==> config.mk <==
export PLATFORM = sky130hd
export DESIGN_NAME = scmus_lookup
export DESIGN_NICKNAME = d
export VERILOG_FILES = /design/src/scmus_pkg.sv /design/src/scmus_lookup.sv
export SDC_FILE = /design/constraint.sdc
export NUM_CORES = 1
export LEC_CHECK = 0
export BUFFER_PORTS_ARGS = -buffer_cell sky130_fd_sc_hd__clkbuf_2
export CAP_MARGIN = 20
export CORE_MARGIN = 1
export CORE_UTILIZATION = 60
export DETAILED_ROUTE_END_ITERATION = 6
export PLACE_DENSITY = 0.85
export SYNTH_ARGS = -nofsm -noshare
export SYNTH_HDL_FRONTEND = slang
export SYNTH_SLANG_ARGS = --single-unit
==> constraint.sdc <==
create_clock -name vclk -period 8.7
set_input_delay 2.175 -clock vclk [all_inputs]
set_output_delay 2.175 -clock vclk [all_outputs]
set_load 0.02 [all_outputs]
==> src/scmus_pkg.sv <==
package scmus_pkg;

  localparam int CLS_W   = 7;
  localparam int SIZE_W  = 32;
  localparam int CNT_W   = 32;
  localparam int BYTES_W = 48;
  localparam int AVG_W   = 48;
  localparam int FRAC_W  = 16;

  localparam logic [1:0] CMD_MAP    = 2'd0;
  localparam logic [1:0] CMD_RECORD = 2'd1;
  localparam logic [1:0] CMD_QUERY  = 2'd2;

  localparam logic [2:0] MULT_SMALL  = 3'd1;
  localparam logic [2:0] MULT_MEDIUM = 3'd2;
  localparam logic [2:0] MULT_LARGE  = 3'd4;

  localparam longint SMALL_FIRST = 64;
  localparam int     SMALL_CAP   = 64;
  localparam longint MED_FIRST   = 64 * 1024;
  localparam longint MED_STEP0   = 16 * 1024;
  localparam longint MED_LAST    = 1024 * 1024;
  localparam int     MED_CAP     = 96;
  localparam longint LARGE_FIRST = 2 * 1024 * 1024;
  localparam longint LARGE_STEP  = 1024 * 1024;
  localparam longint WORD_MASK   = 64'hFFFF_FFFF;

  localparam logic [12:0] ALPHA_Q16     = 13'd6554;
  localparam logic [15:0] ONE_M_ALPHA_Q16 = 16'd58982;

  typedef struct packed {
    logic [SIZE_W-1:0] max_val;
    logic [2:0]        mult;
  } class_ent_t;

  typedef struct packed {
    logic [CNT_W-1:0]   count;
    logic [BYTES_W-1:0] bytes;
    logic [AVG_W-1:0]   avg;
  } stats_t;

  typedef struct packed {
    logic adv;
    logic upd;
  } stats_ctl_t;

  function automatic class_ent_t class_ent_f(input int idx, input int n, input int lim);
    class_ent_t ent;
    longint     cur;
    longint     step;
    int         i;
    ent.max_val = '0;
    ent.mult    = MULT_SMALL;
    cur         = SMALL_FIRST;
    i           = 0;
    while (i < SMALL_CAP && i < n && cur <= longint'(lim)) begin
      if (i == idx) begin
        ent.max_val = SIZE_W'(cur);
        ent.mult    = MULT_SMALL;
      end
      cur = cur + (cur >>> 2);
      i++;
    end
    cur  = MED_FIRST;
    step = MED_STEP0;
    while (i < MED_CAP && i < n && cur <= MED_LAST) begin
      if (i == idx) begin
        ent.max_val = SIZE_W'(cur);
        ent.mult    = MULT_MEDIUM;
      end
      cur  = cur + step;
      step = step <<< 1;
      i++;
    end
    cur = LARGE_FIRST;
    while (i < n) begin
      if (i == idx) begin
        ent.max_val = SIZE_W'(cur);
        ent.mult    = MULT_LARGE;
      end
      cur = (cur + LARGE_STEP) & WORD_MASK;
      i++;
    end
    if (idx == n - 1) begin
      ent.max_val = '1;
    end
    return ent;
  endfunction

endpackage

==> src/scmus_lookup.sv <==
module scmus_lookup
  import scmus_pkg::*;
#(
  parameter int NUM_CLASSES = 64,
  parameter int SMALL_LIMIT = 65536
) (
  input  logic [SIZE_W-1:0] size,
  output logic [CLS_W-1:0]  cls
);

  logic [NUM_CLASSES-1:0] hit;

  for (genvar g = 0; g < NUM_CLASSES; g++) begin : g_cmp
    localparam class_ent_t ENT = class_ent_f(g, NUM_CLASSES, SMALL_LIMIT);
    assign hit[g] = (size <= ENT.max_val);
  end

  always_comb begin
    cls = CLS_W'(NUM_CLASSES - 1);
    for (int i = NUM_CLASSES - 1; i >= 0; i--) begin
      if (hit[i]) begin
        cls = CLS_W'(i);
      end
    end
  end

endmodule

### Yosys cells after proc, flatten, opt, wreduce, memory -nomap -nowiden

Cells that the tools add are included.

* ROM bits: 0
* bits in registers: 0
* input bits: 32
* bits in latches: 0
* output and inout port bits: 7
* memories: 0
* bits in writable memories: 0

* $lt $le $gt $ge: 63
* shift operators: 0
* bitwise operators: 0
* add/sub/neg operators: 0
* div/mod/pow operators: 0
* equal/unequal tests: 0
* reductions and logical operators: 0
* multipliers: 0
* mux-type cells: 63

Operators by type and width (count)
* 2-to-1 mux 7 bit: 62
* less-or-equal comparator 32 x 25 -> 1 bit (second input constant): 11
* less-or-equal comparator 32 x 24 -> 1 bit (second input constant): 8
* less-or-equal comparator 32 x 15 -> 1 bit (second input constant): 4
* less-or-equal comparator 32 x 23 -> 1 bit (second input constant): 4
* less-or-equal comparator 32 x 7 -> 1 bit (second input constant): 4
* less-or-equal comparator 32 x 10 -> 1 bit (second input constant): 3
* less-or-equal comparator 32 x 11 -> 1 bit (second input constant): 3
* less-or-equal comparator 32 x 12 -> 1 bit (second input constant): 3
* less-or-equal comparator 32 x 13 -> 1 bit (second input constant): 3
* less-or-equal comparator 32 x 14 -> 1 bit (second input constant): 3
* less-or-equal comparator 32 x 16 -> 1 bit (second input constant): 3
* less-or-equal comparator 32 x 17 -> 1 bit (second input constant): 3
* less-or-equal comparator 32 x 8 -> 1 bit (second input constant): 3
* less-or-equal comparator 32 x 9 -> 1 bit (second input constant): 3
* less-or-equal comparator 32 x 22 -> 1 bit (second input constant): 2
* less-or-equal comparator 32 x 18 -> 1 bit (second input constant): 1
* less-or-equal comparator 32 x 19 -> 1 bit (second input constant): 1
* less-or-equal comparator 32 x 20 -> 1 bit (second input constant): 1
* 2-to-1 mux 1 bit: 1

### Longest topological paths before layout

Gate-level depths: netlist of the first run.

* word-level depth: 64
* gate-level depth with buffers: 11

### Least setup slack after synthesis of the first run

No wires, ideal clock.

* path type: input port to output port
* start: input size[22]
* end: output cls[2]
* data arrival time: 4.831 ns
* path buffers: 1
* setup slack: 1.694 ns
* stages on the path: 7
* cell sequence: or4_1 -> or4_1 -> buf_2 -> or3_1 -> a21o_1 -> nor2b_1 -> nor4_1

* longest elaborated chain between the ends: 62
* elaborated cells between the ends (all ways): 122

RTL lines
* start: declaration: line scmus_lookup.sv:7 `input logic [SIZE_W-1:0] size,`
* less-or-equal comparator 32 x 25 -> 1 bit: line scmus_lookup.sv:15 `assign hit[g] = (size <= ENT.max_val);`
* 2-to-1 mux 7 bit (60 in a row): line scmus_lookup.sv:21 `if (hit[i]) begin`
* 2-to-1 mux 7 bit *: line scmus_lookup.sv:21
* end: declaration: line scmus_lookup.sv:8 `output logic [CLS_W-1:0] cls`

Mark *: on every way between the ends. The rest lies on a longest branch, timed or not.

### Worst setup path in the final report of the first run

* start: input size[22]
* end: output cls[0]

* longest elaborated chain between the ends: 64
* elaborated cells between the ends (all ways): 126

RTL lines (line)
* less-or-equal comparator 32 x 25 -> 1 bit: scmus_lookup.sv:15
* 2-to-1 mux 1 bit: scmus_lookup.sv:21
* 2-to-1 mux 7 bit (61 in a row): scmus_lookup.sv:21
* 2-to-1 mux 7 bit *: scmus_lookup.sv:21

Marks and branches as above.

==> results.ini, run 1 <==
[finish]
design_area_mm2=0.00229
clock_buffers=0
nets=400
syn_to_final_growth_pct=4.56
final_cell_mix=38 x clkbuf_2, 31 x nor2_1, 31 x a21oi_1
drive_gt1_share_pct=15.0
final_common_cell=clkbuf_2
fin_cells=412
seq_cells=0
regArea_um2=0
antenna_cells=0
fin_util_pct=67.1

[yosys]
synth_cells=366
synth_fp_nets=398
seq_area_frac_synth_pct=0
synth_area_mm2=0.00219
synth.distinct_cells=65
syn-mean-instance-area_um2=5.99
yosysWarnings=0

[timing]
fin_crit_sh_pct=84.4
relSlewSlack_pct=49.5
slew_viol_final=0
final_hold_viol_count=0
min_period_ns=7.34
worst_pin_slew_ns=0.739
rsz0062_at_grt=false
max_freq_mhz=136
setup-tns-final_ns=0
setup_viol=0

[hold_path]
hold_start=size[23]
holdCritPathClass=in -> out

[route]
wl_um=8670
drc=0
vias=3272
viasPerCell=7.94
wl_per_cell_um=21.0
wl_met2_um=3830
drt_iter0_markers=878
first_pass_iters=6
ant_nets=0
drt-met1-wl_um=3230
routed-wl-met3_um=1220
maxUsedRoutingLayer=met4

[worst_setup_path]
crit_path_cell_trace=clkbuf_2 -> or4_1 -> or4_1 -> or3_1 -> a21o_1 -> a22oi_1 -> o21ai_1 -> a211oi_2 -> clkbuf_2
cp-startpoint=size[22]
critPathMaxFanout=12
arrival_ns=5.17
crit_path_max_incr_delay_ns=0.69
crit_path_end_kind=primary output
worstSetupStartpointType=input pin
critPathRequiredTime_ns=6.53
worstSetupPathType=in -> out
critical_path.slowest_cell=or4_1

[global_routing]
grt_remaining_overflow=0
grt_max_degree=28
grt_pass1_vias=2765
grtUsageTotal_pct=43.8
grt_pass1_wl_um=14200
antenna_found_initial=0

[floorplanning]
die_area_mm2=0.00390
floorplan.initialDensity_pct=64.2
fp.coreArea_mm2=0.00342
row_count=21
io_pins=39
die_h_um=62.5
fp.dieW_um=62.5

[run]
maxCapViolations=0

[pwr]
p_leak_uw=0.000728
p_per_area_mw_per_mm2=33.1
peakVddDrop_uv=34.1
p_total_uw=75.8

[placed_design]
dpl_cell_area_mm2=0.00229
dp_cells=412
place_congestion=1.07
hpwl_um=6390
io_buffer_count=38

[clock_network]
cts.repair.resized=0
cts_hold_buf=0
post-cts-setup-buffer-count=0

[outcome]
status=complete, no violations

==> cells in the mapped netlist (6+ instances only) <==
| cell | instances | area share, % |
|---|---|---|
| or2_2 | 9 | 2.6 |
| o21ai_0 | 16 | 3.7 |
| or4_1 | 10 | 3.4 |
| and2_1 | 6 | 1.7 |
| inv_1 | 7 | 1.2 |
| a211oi_1 | 6 | 2.1 |
| a21o_1 | 8 | 2.7 |
| and3_1 | 6 | 1.7 |
| nor4_1 | 14 | 4.0 |
| nor2b_1 | 7 | 2.0 |
| nand3_1 | 16 | 3.7 |
| nor3_1 | 14 | 3.2 |
| clkbuf_1 | 34 | 5.8 |
| a21oi_1 | 31 | 7.1 |
| nand4_1 | 9 | 2.6 |
| or3_1 | 8 | 2.3 |
| nand2_1 | 26 | 4.4 |
| nand2b_1 | 9 | 2.6 |
| nor2_1 | 31 | 5.3 |
==> critical path: cells and delay by family <==
kind | cells | cell delay, ns
AOI/OAI and AO/OA | 4 | 0.82
buffers and inverters | 2 | 0.38
and+or+nand+nor | 3 | 1.79
==> kinds of logic after synthesis <==
kind of cell,synth area share (%)
simple gates,47.1
other cells,0.171
compound gates,44.4
buf+inv,7.93
xor+xnor,0.399
==> final timing paths <==
| path | endpoint | slack [ns] | depth (start not counted) |
|---|---|---|---|
| setup / recovery | cls[0] | 1.36 | 9 |
| hold / removal | cls[4] | 4.95 | 4 |
==> cell type report <==
cell class / instances / area (um^2)
Timing Repair Buffer: 38 / 190
Fill cell: 339 / 1120
Tap cell: 46 / 57.6
Inverter: 7 / 26.3
Multi-Input combinational cell: 321 / 2020
==> stage by stage <==
stage          hold WS [ns]  setup slack, ns
6_report               4.95             1.36
5_1_grt                4.97             1.18
2_1_floorplan          4.69             1.69
3_3_place_gp           4.89             1.45
3_5_place_dp           4.91             1.43
4_1_cts                4.91             1.43
==> per-layer routing <==
metal,global-route usage [%],vias to the layer above
met1,58.4,1430
met2,71.7,343
li1,-,1441
met3,7.30,58
met4,12.2,0
met5,0,-
==> power breakdown <==
group | total (uW) | internal, uW | switching [uW]
sequential | 0 | 0 | 0
combinational | 75.8 | 22.2 | 53.6
clock | 0 | 0 | 0
total | 75.8 | 22.2 | 53.6
No activity file was read; power rests on OpenSTA's default activity.
==> run 2, diff against run 1 <==
--- a/config.mk
+++ b/config.mk
@@ -8,9 +8,9 @@
 export BUFFER_PORTS_ARGS = -buffer_cell sky130_fd_sc_hd__clkbuf_2
 export CAP_MARGIN = 20
 export CORE_MARGIN = 1
-export CORE_UTILIZATION = 60
+export CORE_UTILIZATION = 54
 export DETAILED_ROUTE_END_ITERATION = 6
-export PLACE_DENSITY = 0.85
+export PLACE_DENSITY = 0.81
 export SYNTH_ARGS = -nofsm -noshare
 export SYNTH_HDL_FRONTEND = slang
 export SYNTH_SLANG_ARGS = --single-unit
==> constraint.sdc (replaced) <==
create_clock -name vclk -period 6.52
set_input_delay 1.63 -clock vclk [all_inputs]
set_output_delay 1.63 -clock vclk [all_outputs]
set_load 0.02 [all_outputs]
==> results.ini, run 2 (synthesized netlist as in run 1, its figures left out) <==
[timing]
min_period_ns=6.20
rsz0062_at_grt=false
final_hold_viol_count=0
slew_viol_final=0
relSlewSlack_pct=47.6
setup_viol=0
worst_pin_slew_ns=0.778
fin_crit_sh_pct=95.1
max_freq_mhz=161
setup-tns-final_ns=0

[clock_network]
post-cts-setup-buffer-count=0
cts_hold_buf=0
cts.repair.resized=0

[floorplanning]
row_count=22
die_area_mm2=0.00432
floorplan.initialDensity_pct=58.2
fp.dieW_um=65.7
die_h_um=65.7
fp.coreArea_mm2=0.00377
io_pins=39

[pwr]
p_total_uw=106
peakVddDrop_uv=28.6
p_per_area_mw_per_mm2=44.3
p_leak_uw=0.000793

[finish]
clock_buffers=0
multi_input_area_mm2=0.00202
antenna_cells=0
syn_to_final_growth_pct=9.13
regArea_um2=0
fillers=355
nets=413
drive_gt1_share_pct=17.9
final_cell_mix=38 x clkbuf_2, 31 x nor2_1, 31 x a21oi_1
seq_cells=0
final_common_cell=clkbuf_2

[worst_setup_path]
worstSetupStartpointType=input pin
critPathBufInv=2
crit_cells=10
critPathMaxFanout=20
arrival_ns=4.57
critical_path.slowest_cell=nor4_1
critPathRequiredTime_ns=4.89
crit_path_end_kind=primary output
crit_path_max_incr_delay_ns=0.66
crit_path_cell_trace=clkbuf_2 -> nor4_1 -> and4_1 -> a21oi_1 -> nand2_1 -> a31oi_1 -> a2111oi_0 -> o31ai_1 -> o211ai_1 -> clkbuf_2
crit_family=simple AND/OR/NAND/NOR gates
cpMostUsedCell=clkbuf_2
worstSetupPathType=in -> out

[hold_path]
whs_path_depth=4
holdCritPathClass=in -> out

[global_routing]
grt_remaining_overflow=0
grt_pass1_wl_um=14200
grtUsageTotal_pct=41.7
antenna_found_initial=0
grt_pass1_vias=2813
grt_max_degree=26

[route]
ant_nets=0
vias=3277
first_pass_iters=6
viasPerCell=7.67
wl_um=8830
drt_iter0_markers=643
wl_per_cell_um=20.7
drc=0

[run]
maxCapViolations=0

[placed_design]
place_congestion=1.02
hpwl_um=6800
io_buffer_count=38

[outcome]
status=complete, no violations

==> run 2: area by class of cell <==
cell class         instances  area share (%)
multi-input cells        321            84.4
repair buffers            51            12.0
well taps                 48            2.51
inverters                  7            1.10
==> run 2: final timing paths <==
path     start      to  slack, ns
max    size[3]  cls[1]       0.32
min   size[23]  cls[4]       3.87
==> run 2: power by group <==
part           internal [uW]  total, uW  switching [uW]
Combinational           33.4        106            72.7
Sequential                 0          0               0
Clock                      0          0               0
==> run 2: through the flow <==
| step | utilization [%] | cell area, um^2 | instances | worst slack [ns] | hold WS, ns |
|---|---|---|---|---|---|
| 6_report | 63.5 | 2390 | 427 | 0.317 | 3.87 |
| 5_1_grt | 63.5 | 2390 | 427 | 0.140 | 3.87 |
| 4_1_cts | 63.5 | 2390 | 427 | 0.406 | 3.84 |
| 3_5_place_dp | 63.5 | 2390 | 427 | 0.411 | 3.84 |
| 3_3_place_gp | 63.5 | 2390 | 427 | 0.467 | 3.86 |
| 2_1_floorplan | - | 2190 | 366 | 0.604 | 3.60 |
==> run 2: worst min-delay path, delay by kind of cell <==
family | cells | cell delay, ns
compound gates | 2 | 0.28
buf+inv | 2 | 0.34
==> run 2: metal layers <==
metal / track usage (%) / up-vias / part of all wire (%)
met5: 0 / - / 0
met3: 8.85 / 58 / 13
met2: 65.6 / 299 / 43
met4: 19.0 / 0 / 5.4
li1: - / 1475 / -
met1: 53.6 / 1445 / 39
